===== src/rtl/core/gsc_fifo.sv =====
// Two-entry queue between front and back end.
// Depends on nothing beyond its WIDTH parameter.
module gsc_fifo #(
   parameter int WIDTH = 8
) (
   input  logic             clock,
   input  logic             reset,
   input  logic             push_valid,
   output logic             push_ready,
   input  logic [WIDTH-1:0] push_data,
   output logic             pop_valid,
   input  logic             pop_ready,
   output logic [WIDTH-1:0] pop_data
);
   logic [WIDTH-1:0] mem_ff [2];
   logic             wr_ptr_ff;
   logic             rd_ptr_ff;
   logic [1:0]       cnt_ff;
   logic             push, pop;

   assign push_ready = (cnt_ff != 2'd2);
   assign pop_valid  = (cnt_ff != 2'd0);
   assign pop_data   = mem_ff[rd_ptr_ff];
   assign push       = push_valid && push_ready;
   assign pop        = pop_valid && pop_ready;

   always_ff @(posedge clock) begin
      if (reset) begin
         wr_ptr_ff <= 1'b0;
         rd_ptr_ff <= 1'b0;
         cnt_ff    <= 2'd0;
      end else begin
         if (push) wr_ptr_ff <= !wr_ptr_ff;
         if (pop)  rd_ptr_ff <= !rd_ptr_ff;
         case ({push, pop})
            2'b10:   cnt_ff <= cnt_ff + 2'd1;
            2'b01:   cnt_ff <= cnt_ff - 2'd1;
            default: cnt_ff <= cnt_ff;
         endcase
      end
   end

   always_ff @(posedge clock) begin
      if (push) mem_ff[wr_ptr_ff] <= push_data;
   end

endmodule


===== config.mk =====
export PLATFORM = sky130hd
export DESIGN_NAME = gsc_fifo
export DESIGN_NICKNAME = d
export VERILOG_FILES = /design/src/rtl/core/gsc_fifo.sv
export SDC_FILE = /design/constraint.sdc
export NUM_CORES = 1
export LEC_CHECK = 0
export ABC_CLOCK_PERIOD_IN_PS = 1900
export BUFFER_PORTS_ARGS = -buffer_cell sky130_fd_sc_hd__buf_2
export CAP_MARGIN = 20
export CORE_MARGIN = 1
export CORE_UTILIZATION = 48
export DETAILED_ROUTE_END_ITERATION = 12
export PLACE_DENSITY_LB_ADDON = 0.1
export RECOVER_POWER = 25
export SLEW_MARGIN = 30
export SYNTH_ARGS = -nofsm -noshare
export SYNTH_HDL_FRONTEND = slang
export SYNTH_SLANG_ARGS = --single-unit

===== constraint.sdc =====
create_clock -name clock -period 1.9 [get_ports clock]
set_input_delay 0 -clock clock [delete_from_list [all_inputs] [get_ports clock]]
set_output_delay 0 -clock clock [all_outputs]
set_load 0.05 [all_outputs]

# == After elaboration in Yosys (flattened, before gate mapping) ==
# Memory sizes are Yosys's and may differ from the RTL's. A register that Yosys moved wholly into a read port is not among the register bits.
# Cells that the tools add are included.
# classes
add_sub_neg,2
reduce_logical,6
muxes,5
eq_ne,3
# op_table
cell,count
1-bit 2-to-1 mux,4
2-bit one-hot mux with 2 select lines,1
2-bit nonzero test,2
"2-bit by 1-bit adder with 2-bit output, second input constant",1
"2-bit by 1-bit == test with 1-bit output, second input constant",1
"2-bit == test, second input constant",1
1-bit logical AND,2
1-bit zero test,2
"2-bit inequality test, second input constant",1
"2-bit by 1-bit subtractor with 2-bit output, second input constant",1
# totals
out_inout_bits,10
register_bits,4
word_cells,20
in_bits,12
ram_bits,16
mem_count,1
# mem_list
memory,words,word_bits,rd,rd_clocked_by_memory_dff,write_ports,line_no,rtl
mem_ff,2,8,1,1,1,15,logic [WIDTH-1:0] mem_ff [2];

# == Depth between registers and ports, before layout ==
# depth
depth_word,4
mapped_depth,6
ltp_nobuf,6

# == Worst setup path after synthesis ==
# Ideal clock, no wire load.
# synth_path
path_kind,register to register
from,register cnt_ff[0]
to,register cnt_ff[1]
stages_incl_launch_ff,6
t_arrival_ns,1.794
slack_ns,0.036
period_less_slack_ns,1.864
n_path_buf,0
setup_ns,0.070
required_ns,1.830
path_cell_list,dfxtp_1 -> nand2b_1 -> nand2_1 -> ha_1 -> or3_1 -> a21oi_1
# synth_via
elab_chain_len,4
word_cells_on_any_way,10
cone_classes,2 x add/sub; 3 x eq/ne; 1 x mux; 4 x reduce/logical
# synth_lines
element,line_no,rtl
from (decl),18,logic [1:0] cnt_ff;
from (signal assigned),36,2'b10: cnt_ff <= cnt_ff + 2'd1;
from (signal assigned),37,2'b01: cnt_ff <= cnt_ff - 2'd1;
from (signal assigned),38,default: cnt_ff <= cnt_ff;
2-bit inequality test *,21,assign push_ready = (cnt_ff != 2'd2);
via push_ready,9,"output logic push_ready,"
1-bit logical AND *,24,assign push = push_valid && push_ready;
2-bit by 1-bit == test with 1-bit output or 2-bit == test (tied branches),35,"case ({push, pop})"
2-bit one-hot mux with 2 select lines or 2-bit nonzero test (tied branches),--,
# Mark *: on every way through the listed nets, which the timed path passes. The rest lies on a longest branch.
# A chain may end at the register's enable or synchronous reset.

# == Final worst setup path ==
# layout_path
from,register cnt_ff[0]
to,register cnt_ff[1]
# layout_via
elab_chain_len,4
word_cells_on_any_way,10
cone_classes,2 x add/sub; 3 x eq/ne; 1 x mux; 4 x reduce/logical
# layout_lines
element,line_no
2-bit inequality test or 2-bit nonzero test (tied branches),"21, 22"
1-bit logical AND (on tied branches),"24, 25"
2-bit by 1-bit == test with 1-bit output or 2-bit == test (tied branches),35
2-bit one-hot mux with 2 select lines or 2-bit nonzero test (tied branches),--
# Several ways; a longest one is shown, not always the timed one.

==> out/results.ini <==
[run_status]
outcome=complete, no violations

[cells_and_area]
area_delta_synth_final_pct=29.3
seq_area_um2=581
layout.nets=96
num_antenna_cells=0
fillers=118
postLayoutCellArea_um2=1030
drive_gt1_share_pct=39.0
multiInputGateArea_um2=209

[synth]
synth-simple-area-share_pct=5.96
synth_enable_flop_cells=16
yosys_register_bits=21
synthTopCellsByCount=edfxtp_1 (16), mux2_2 (8), dfxtp_1 (5), nor2_1 (3)
synthCells=49
synth_top_area_share_pct=60.2
synthMuxAreaShare_pct=11.3
ys_async_sr_fraction_pct=0
synth_top_family_by_area=multiplexers
syn_nets=62
synth_cell_types=19
synth_top_area_cell=edfxtp_1
syn_area_per_cell_um2=16.3
synth-xor-area-share_pct=3.29
synthFlopType=edfxtp_1
synth-seq-area-share_pct=72.7
yosysMostFrequentCell=edfxtp_1
synth_compound_area_share_pct=4.08
netlist_area_um2=798
synth-warning-count=0
synth_fa_ha_area_share_pct=1.57
ys_top_cells_by_area=edfxtp_1 (60%), dfxtp_1 (13%), mux2_2 (11%)

[die]
design.portCount=22
start_util_pct=52.4
dieWidth_um=42.8
dieArea_um2=1830
row_count=14
core_area_um2=1520
die_h_um=42.8

[critical_path]
crit_path_top_delay_cell=dfxtp_1
cp.arrival_ns=1.80
crit_fanout=5
critPathRequiredTime_ns=2.13
critical_path_class=reg2reg
crit_path_max_incr_delay_ns=0.41
cp-start-kind=register
r2r_slack_ns=0.33
crit_path_cell_trace=nand2b_1 -> nand2_1 -> ha_1 -> or3_1 -> a21oi_1
worstSetupEndpointType=register

[grt]
antenna_found_initial=0
grt_pass1_vias=476
grt_pass1_wl_mm=1.93
grt.total_usage_pct=14.6
grt_max_degree=12
grt-ovfl-total=0

[worst_hold_path]
hp-class=in2reg

[timing]
maxSlewViolCount=0
rsz0062_at_grt=false
hold_viol_final=0
relSlewSlack_pct=74.4
worst_pin_slew_ns=0.383
max_freq_mhz=638
fin_skew_ns=0.00379
finalCritPeriodShare_pct=82.4
tns_ns=0
period_minus_slack_ns=1.57
final-setup-viol-count=0

[run]
cap_viol_max_count=0

[clock_tree]
cts_buffers=3
cts_buffer_depth=2
cts_sinks=21
cts-root-buf=clkbuf_4
holdBufCountCts=9
cts_tree=yes
htreeDepth=1
post_cts_buffers=0
cts.repair.resized=0
clkLatencyLatePin_ns=0.29
clk_pin_slew_worst_paths_ns=0.11

[routing]
num_vias=483
wl_mm=1.18
drt_iter0_drc=5
firstDrtPassIters=3
drc=0
vias_per_cell=4.93
routedWlPerCell_um=12.1
ant_nets=0

[power_and_ir_drop]
p_leak_nw=0.407
irDropWorstVdd_uv=873
p_per_area_nw_per_um2=1470

[placed_design]
gp_congestion=0.691
io_buffer_count=21
dp_hpwl_um=772
placed_cell_area_um2=918

-- routing by layer --
metal / vias to the layer above / GRT usage, % / share of wire [%]
li1: 246 / - / -
met2: 14 / 22.7 / 47
met5: - / 0 / 0
met4: 0 / 5.63 / 0
met3: 0 / 5.11 / 4.4
met1: 223 / 18.8 / 48
-- final cells by class --
| cell class | count | share of cell area, % |
|---|---|---|
| Clock buffer | 4 | 2.55 |
| Inverter | 1 | 0.364 |
| Multi-Input combinational cell | 26 | 20.2 |
| Sequential cell | 21 | 56.2 |
| Tap cell | 16 | 1.94 |
| Timing Repair Buffer | 30 | 18.7 |
-- logic make-up after synthesis --
kind of cell,Yosys count
compound gates,5
xor+xnor,3
fa+ha+maj,1
buf+inv,2
flops,21
mux,8
simple gates,9
-- path summary, 6_finish.rpt --
path	cells past startpoint	endpoint	start
min reg2reg	2	cnt_ff[1]	cnt_ff[1]
max reg2reg	5	cnt_ff[1]	cnt_ff[0]
min	3	wr_ptr_ff	push_valid
max	5	cnt_ff[1]	cnt_ff[0]
-- cells in the final DEF, fill, tap and decap left out --
cell           instances
a21oi_1                2
clkbuf_2               1
xnor2_1                2
dlygate4sd3_1          9
and3_1                 1
or2_2                  1
dfxtp_1                5
xor2_1                 1
a21bo_2                1
o21ai_0                1
buf_2                 18
nor2_1                 3
mux2_2                 8
ha_1                   1
nand2b_1               1
nand2_1                1
clkbuf_1               3
o21a_1                 1
or3_1                  1
edfxtp_1              16
nand3b_1               1
clkbuf_4               3
inv_1                  1
-- where the power goes --
group | internal, mW | total, mW | switching, mW | leakage, nW
sequential | 0.591 | 0.653 | 0.0626 | 0.191
clock | 0.0817 | 0.205 | 0.124 | 0.0150
combinational | 0.219 | 0.657 | 0.438 | 0.201
total | 0.892 | 1.52 | 0.624 | 0.407
-- critical path, delay by kind of cell (launching register included) --
kind            cells  cell delay, ns
compound gates      1            0.13
fa+ha+maj           1            0.31
simple gates        3            0.65
flops               1            0.41
-- through the flow --
| step | setup slack, ns | cells | total power [mW] | hold WS, ns | util [%] |
|---|---|---|---|---|---|
| 2_1_floorplan | 0.0360 | 49 | 1.19 | 0.0691 | - |
| 3_3_place_gp | 0.392 | 85 | 1.31 | 0.188 | 60.3 |
| 3_5_place_dp | 0.336 | 85 | 1.31 | 0.195 | 60.3 |
| 4_1_cts | 0.321 | 98 | 1.54 | 0.00128 | 67.9 |
| 5_1_grt | 0.264 | 98 | 1.60 | 0.00684 | 67.7 |
| 6_report | 0.334 | 98 | 1.52 | 0.0129 | 67.7 |
-- flip-flops by register name, indices dropped and copies added (netlist names), named ones only --
| register | count |
|---|---|
| cnt_ff | 2 |
| mem_ff | 16 |
| rd_ptr_ff | 1 |
| wr_ptr_ff | 1 |
(Power assumes the default switching activity.)
