File: src/rtl/core/gsc_pkg.sv
// Package for the gas sensor concentration curve block.
// Register codes, reset values, fixed field widths, shared types.
// No dependencies.
package gsc_pkg;

   // default build parameters
   localparam int DEF_SAMPLE_BITS = 12;
   localparam int DEF_FRAC_BITS   = 16;

   // configuration port
   localparam int CSR_IDX_W  = 2;
   localparam int CSR_DATA_W = 24;

   localparam logic [CSR_IDX_W-1:0] REG_SUPPLY_MV   = 2'd0;
   localparam logic [CSR_IDX_W-1:0] REG_LOAD_OHMS   = 2'd1;
   localparam logic [CSR_IDX_W-1:0] REG_CLEAN_AIR   = 2'd2;
   localparam logic [CSR_IDX_W-1:0] REG_DETECT_THR  = 2'd3;

   localparam int SUPPLY_W = 13;
   localparam int LOAD_W   = 20;
   localparam int RO_W     = 24;
   localparam int THR_W    = 12;

   localparam logic [SUPPLY_W-1:0] SUPPLY_RST = 13'd3300;
   localparam logic [LOAD_W-1:0]   LOAD_RST   = 20'd200000;
   localparam logic [RO_W-1:0]     RO_RST     = 24'd60000;
   localparam logic [THR_W-1:0]    THR_RST    = 12'd2048;

   // result fields
   localparam int MV_W   = 13;
   localparam int OHMS_W = 32;
   localparam int CONC_W = 24;
   localparam int RSP_DATA_W = 128;   // 125 bits of fields, padded to bytes
   localparam int RSP_USER_W = 3;

   // ratio x = 5*Ro/Rs is carried in 31 bits
   localparam int X_W     = 31;
   localparam int RO5_W   = 27;       // 5 * clean-air ohms
   localparam int RO_DIV  = 60;

   // serial divider control
   localparam int QB_W = 7;

   typedef struct packed {
      logic              start;
      logic [QB_W-1:0]   qbits;   // quotient bits to develop
   } div_ctl_type;

   // back-end sequencer
   typedef enum logic [3:0] {
      ST_IDLE,
      ST_DIV_MV,
      ST_DIV_RS,
      ST_DIV_RO,
      ST_DIV_X,
      ST_SQRT,
      ST_MUL,
      ST_DIV_C,
      ST_DIV_P,
      ST_DONE
   } seq_state_type;

endpackage

File: src/rtl/core/gsc_front.sv
// Front end: configuration registers, input beat acceptance and the
// products that each sample needs. Depends on gsc_pkg.
module gsc_front #(
   parameter int SAMPLE_BITS = 12,
   parameter int ITEM_W      = 4 * 12 + 62
) (
   input  logic                               clock,
   input  logic                               reset,
   input  logic                               req_tvalid,
   output logic                               req_tready,
   input  logic [SAMPLE_BITS-1:0]             req_sample,
   input  logic                               csr_we,
   input  logic [gsc_pkg::CSR_IDX_W-1:0]      csr_index,
   input  logic [gsc_pkg::CSR_DATA_W-1:0]     csr_wdata,
   output logic                               item_valid,
   input  logic                               item_ready,
   output logic [ITEM_W-1:0]                  item_data
);
   import gsc_pkg::*;

   localparam int SB    = SAMPLE_BITS;
   localparam int MVP_W = SB + SUPPLY_W;
   localparam int NUM_W = SB + LOAD_W;
   localparam int N_W   = SB + RO5_W;
   localparam logic [SB-1:0] FS = {SB{1'b1}};

   logic [SUPPLY_W-1:0] supply_ff;
   logic [LOAD_W-1:0]   load_ff;
   logic [RO_W-1:0]     ro_ff;
   logic [THR_W-1:0]    thr_ff;

   logic               stg_valid_ff;
   logic [SB-1:0]      s_ff,   s_in;
   logic [MVP_W-1:0]   mvp_ff, mvp_in;
   logic [NUM_W-1:0]   num_ff, num_in;
   logic [N_W-1:0]     n_ff,   n_in;
   logic               det_ff, det_in;
   logic               zero_ff, zero_in;
   logic [RO5_W-1:0]   ro5;
   logic               advance;

   // configuration writes
   always_ff @(posedge clock) begin
      if (reset) begin
         supply_ff <= SUPPLY_RST;
         load_ff   <= LOAD_RST;
         ro_ff     <= RO_RST;
         thr_ff    <= THR_RST;
      end else if (csr_we) begin
         case (csr_index)
            REG_SUPPLY_MV:  supply_ff <= csr_wdata[SUPPLY_W-1:0];
            REG_LOAD_OHMS:  load_ff   <= csr_wdata[LOAD_W-1:0];
            REG_CLEAN_AIR:  ro_ff     <= csr_wdata[RO_W-1:0];
            REG_DETECT_THR: thr_ff    <= csr_wdata[THR_W-1:0];
            default: ;
         endcase
      end
   end

   // per-sample products
   assign ro5     = (RO5_W'(ro_ff) << 2) + RO5_W'(ro_ff);
   assign s_in    = req_sample;
   assign mvp_in  = MVP_W'(req_sample) * MVP_W'(supply_ff);
   assign num_in  = NUM_W'(FS - req_sample) * NUM_W'(load_ff);
   assign n_in    = N_W'(req_sample) * N_W'(ro5);
   assign det_in  = (SB + THR_W)'(req_sample) > (SB + THR_W)'(thr_ff);
   assign zero_in = (req_sample == '0);

   assign advance    = !stg_valid_ff || item_ready;
   assign req_tready = advance;

   always_ff @(posedge clock) begin
      if (reset) begin
         stg_valid_ff <= 1'b0;
      end else if (advance) begin
         stg_valid_ff <= req_tvalid;
      end
   end

   always_ff @(posedge clock) begin
      if (advance && req_tvalid) begin
         s_ff    <= s_in;
         mvp_ff  <= mvp_in;
         num_ff  <= num_in;
         n_ff    <= n_in;
         det_ff  <= det_in;
         zero_ff <= zero_in;
      end
   end

   assign item_valid = stg_valid_ff;
   assign item_data  = {zero_ff, det_ff, n_ff, num_ff, mvp_ff, s_ff};

endmodule

File: config.mk
export PLATFORM = sky130hd
export DESIGN_NAME = gsc_front
export DESIGN_NICKNAME = d
export VERILOG_FILES = /design/src/rtl/core/gsc_pkg.sv /design/src/rtl/core/gsc_front.sv
export SDC_FILE = /design/constraint.sdc
export NUM_CORES = 2
export LEC_CHECK = 0
export ABC_AREA = 1
export BUFFER_PORTS_ARGS = -buffer_cell sky130_fd_sc_hd__buf_2
export CELL_PAD_IN_SITES_DETAIL_PLACEMENT = 1
export CELL_PAD_IN_SITES_GLOBAL_PLACEMENT = 1
export CORE_ASPECT_RATIO = 1.1
export CORE_MARGIN = 3
export CORE_UTILIZATION = 49
export DETAILED_ROUTE_END_ITERATION = 8
export GPL_ROUTABILITY_DRIVEN = 0
export GPL_TIMING_DRIVEN = 0
export HOLD_SLACK_MARGIN = 0.08
export PLACE_DENSITY = 0.91
export SYNTH_ARGS = -nofsm -noshare
export SYNTH_HDL_FRONTEND = slang
export SYNTH_SLANG_ARGS = --single-unit
File: constraint.sdc
create_clock -name clock -period 8.1 [get_ports clock]
set_input_delay 0 -clock clock [delete_from_list [all_inputs] [get_ports clock]]
set_output_delay 0 -clock clock [all_outputs]
set_load 0.03 [all_outputs]
# Word-level counts from Yosys, hierarchy flattened

Index checks and enable logic that the tools add are counted.

Flip-flop bits (word level): 180
Output and inout bits: 112
Word-level logic and storage cells: 29

Add/sub/neg operators: 2
Multipliers: 3
$lt $le $gt $ge: 1
Equality and inequality tests: 3
Reduce and logical (&&, ||, !) cells: 9

Operators by type and width:

| kind                     | count |
|---|---|
| $mul A12 B27 Y39         | 1 |
| $mul A13 B21 Y32         | 1 |
| $add A26 B24 Y27         | 1 |
| $mul A12 B13 Y25         | 1 |
| $sub A12 B12 Y13 const A | 1 |
| $gt A12 B12 Y1           | 1 |
| $logic_not A12 Y1        | 1 |
| $reduce_and A2 Y1        | 4 |
| $eq A2 B2 Y1 const B     | 2 |
| $eq A2 B1 Y1 const B     | 1 |
| $logic_not A2 Y1         | 1 |
| $logic_and A1 B1 Y1      | 1 |
| $logic_not A1 Y1         | 1 |
| $logic_or A1 B1 Y1       | 1 |

# Longest topological paths before layout

Depth after elaboration: 3
Depth in mapped cells: 32
Gate-level depth less buffers: 32

# Least setup slack after synthesis

Ideal clock, no wire load.

Kind: reg-to-reg
Start: register stg_valid_ff (netlist: item_valid)
End: register det_ff (enable)
Arrival: 5786 ps
Setup slack: 1699 ps
Stages on the path, launching flop included: 2
Cells stage by stage: dfxtp_1 -> a21oi_1

Cells in the longest elaborated chain, start to end: 3

Ends and longest elaborated chain:

| element                  | RTL line        | source |
|---|---|---|
| start: declaration       | gsc_front.sv:32 | `logic stg_valid_ff;` |
| start signal: assignment | gsc_front.sv:76 | `stg_valid_ff <= req_tvalid;` |
| $logic_not A1 Y1         | gsc_front.sv:69 | `assign advance = !stg_valid_ff \|\| item_ready;` |
| $logic_or A1 B1 Y1       | gsc_front.sv:69 |  |
| $logic_and A1 B1 Y1      | gsc_front.sv:81 | `if (advance && req_tvalid) begin` |
| end signal: assignment   | gsc_front.sv:86 | `det_ff <= det_in;` |
| end: declaration         | gsc_front.sv:37 | `logic det_ff, det_in;` |

No other way between the ends.
A chain may end at the register's enable or synchronous reset.

# Worst setup path in the final report

Start: register ro_ff[0]
End: register n_ff[30] (data pin)

Cells in the longest elaborated chain, start to end: 2

Ends and longest elaborated chain:

| element                  | RTL line        | source |
|---|---|---|
| start: declaration       | gsc_front.sv:29 | `logic [RO_W-1:0] ro_ff;` |
| start signal: assignment | gsc_front.sv:53 | `REG_CLEAN_AIR: ro_ff <= csr_wdata[RO_W-1:0];` |
| $add A26 B24 Y27         | gsc_front.sv:61 | `assign ro5 = (RO5_W'(ro_ff) << 2) + RO5_W'(ro_ff);` |
| $mul A12 B27 Y39         | gsc_front.sv:65 | `assign n_in = N_W'(req_sample) * N_W'(ro5);` |
| named net n_in[30]       | gsc_front.sv:36 | `logic [N_W-1:0] n_ff, n_in;` |
| end signal: assignment   | gsc_front.sv:85 | `n_ff <= n_in;` |
| end: declaration         | gsc_front.sv:36 |  |

The timed path passes the listed nets, and every way through them passes these cells.

==> results.md <==
* Status: completed
* Synth Register Bits at 180
* Warnings from Yosys at 0
* Core area at 0.0629 sq mm
* Skew final at 24.1 ps
* Root buf cell: clkbuf_16
* Most instantiated library cell after synthesis: nand2_1
* Vias in the first global route at 34.2k
* Post-synth top cells: 976 x nand2_1, 912 x inv_1, 541 x fa_1, 350 x nor2_1, 264 x ha_1
* Clock tree from TritonCTS: built
* DRT iter0 DRCs at 2,628
* ANT nets after route at 0
* Post-synth EDFFs at 110
* Placed cell area at 0.0334 sq mm
* FFs w/ async S/R, synth at 0
* Total CTS buffers at 17
* First-pass GRT wire length at 193,000 um
* Fraction of the mapped netlist area in compound gates at 0.0475
* First-pass DRT Iterations at 6
* Largest family of logic cells by synthesized area: adder cells
* Critical Path Fanout Max at 9
* Per-cell routed wire length at 25.0 um
* CP endpoint kind: register
* Yosys top cell area share at 0.344
* Biggest area consumer among synthesized cells: fa_1
* Fill count at 7,847
* Clk sink count at 180
* H-tree levels at 4
* Synth Cell Area at 0.0315 sq mm
* FMAX at 0.133 GHz
* Final Max Tran Viols at 0
* Die Span Y at 272 um
* Clk Latency, worst-skew pair at 550 ps
* Via/cell ratio at 5.92
* # IOs at 155
* Final instance area at 0.0344 sq mm
* Leading post-synthesis cells by cell area: fa_1 34%, nand2_1 12%, inv_1 11%
* Adder-cell area share of the yosys netlist at 0.449
* Maximum clock insertion buffer count at 2
* Ys flop type: edfxtp_1
* Worst min path class: input pin to register
* Via count at 29.8k
* Yosys cell types at 49
* Final min period at 7500 ps
* Post-synthesis xor/xnor area fraction at 0.0167
* Setup-failing EPs final at 0
* Detailed-route wire length at 126,000 um
* Worst r2r src: ro_ff[0]$_SDFFE_PP0P_
* Port bufs at 154
* Max transition margin at 0.0654
* Crit path from: ro_ff[0]$_SDFFE_PP0P_
* Hold Violations, Final at 0
* Area share of and/or/nand/nor cells after synthesis at 0.206
* GRT Total Usage at 0.383
* Least-Margin Pin Slew at 1400 ps
* Mux cell area share after synthesis at 0
* Largest net degree at the start of global routing at 29
* DP HPWL at 95,200 um
* DRC at 0
* Syn nets at 4,817
* Critical Path AT at 7810 ps
* Max Cap Viol at 0
* Req. time, crit path at 8410 ps
* Startpoint Class: register
* HP Start: item_ready
* Clock slew at reported path FFs at 110 ps
* Core Rows at 96
* Congestion Overflow GR at 0
* Synthesized area per cell at 7.92 sq um
* Unrepaired setup endpoints after global routing: no
* Initial Util at 0.500
* Area Growth Syn to Fin at 9.46%
* Share of cells above drive strength 1 at 0.0647
* Die area at 0.0673 sq mm
* Critical path class: register to register
* Seq/Total Area, Yosys at 0.150
* Worst reg2reg setup slack at 600 ps
* Synth Instances at 3,969
* Nets at 5,041
* Period utilisation layout at 0.926
* Die width at 248 um
* Initial antenna violation count at 3
placed cells by master, fill, tap and decap left out, drive strengths merged, types with 2 or more instances in the layout:
cell type,n
a31oi,2
nand3,152
buf,189
a21o,6
nor3,31
a21oi,148
nor2,359
and2,5
nand3b,8
o21a,2
nand2,995
dlygate4sd3,47
xnor2,12
xor2,43
or2,4
inv,933
edfxtp,110
fa,541
ha,264
nor4,3
o21bai,5
nand4,26
clkinv,14
dfxtp,70
o211ai,8
clkbuf,113
diode,2
o21ai,111
stage by stage:
| step | hold slack, ps | cells | TNS (ps) | utilization | worst slack (ps) |
|---|---|---|---|---|---|
| after floorplan | 69.1 | 3969 | 0 | - | 1700 |
| after global placement | 199 | 4956 | -126110 | 0.528 | -1180 |
| after detailed placement | 198 | 4960 | 0 | 0.530 | 749 |
| after CTS | 172 | 5039 | 0 | 0.547 | 729 |
| after global routing | 199 | 5040 | 0 | 0.547 | 357 |
| final | 164 | 5041 | 0 | 0.547 | 598 |
cells by family after synthesis:
family | Yosys count
AOI/OAI and AO/OA | 285
xor gates and xnor gates | 55
buffers and inverters | 1060
DFF | 180
adders and majority gates | 805
and+or+nand+nor | 1584
layer usage:
layer / global-route usage / vias to the layer above / wire length, um
li1: - / 12300 / -
met5: 0 / - / 69
met3: 0.0934 / 896 / 11000
met4: 0.337 / 4 / 13800
met1: 0.397 / 14700 / 40600
met2: 0.644 / 1968 / 60500
final timing paths:
check	to	cells after the start
worst max register to register	n_ff[30]$_DFFE_PP_	27
worst min register to register	thr_ff[9]$_SDFFE_PP0P_	2
worst max-delay path	n_ff[30]$_DFFE_PP_	27
worst min-delay path	s_ff[9]$_DFFE_PP_	4
registers in the layout (all words and copies together) (netlist names):
signal and cells:
n_ff 39, num_ff 32, mvp_ff 25, ro_ff 24
load_ff 20, supply_ff 13, s_ff 12, thr_ff 12
det_ff 1, item_valid 1, zero_ff 1
critical path, stage by stage (launching register included):
cell and delay, ps:
dfxtp_1 560, ha_1 250, inv_1 60, fa_1 410, inv_1 140, nand3_1 90
nand3_1 160, xor2_1 800, inv_1 230, nor2_1 210, fa_1 440, inv_1 90
fa_1 430, fa_1 520, inv_1 70, fa_1 510, fa_1 420, ha_1 360
nand2_1 190, inv_1 60, a21oi_1 320, nand3_1 250, nand2_1 140, nand2_1 220
nand2_1 170, nand2_1 70, nand2_1 60, nand2_1 60
timing repair:
| item | 4_1_cts | 5_1_grt |
|---|---|---|
| setup endpoints to repair | 0 | 0 |
| endpoints found under the hold margin | 91 | 0 |
| hold buffers | 47 | 0 |
| setup buffers | 0 | 0 |
| resized for setup | 0 | 0 |
layout make-up:
type	instances	area (sq um)	area share
flip-flops and latches	180	4700	0.137
well taps	833	1040	0.0303
repair buffers	205	1330	0.0386
multi-input cells	2729	22700	0.658
plain buffers	127	598	0.0174
inverters	933	3500	0.102
clock inverters	14	160	0.00465
diodes	2	5.00	0.000145
clock buffers	18	429	0.0125
Power is left out: the tool's default activity adds up to more than one toggle a clock period on the data nets, which glitch-free logic cannot reach.
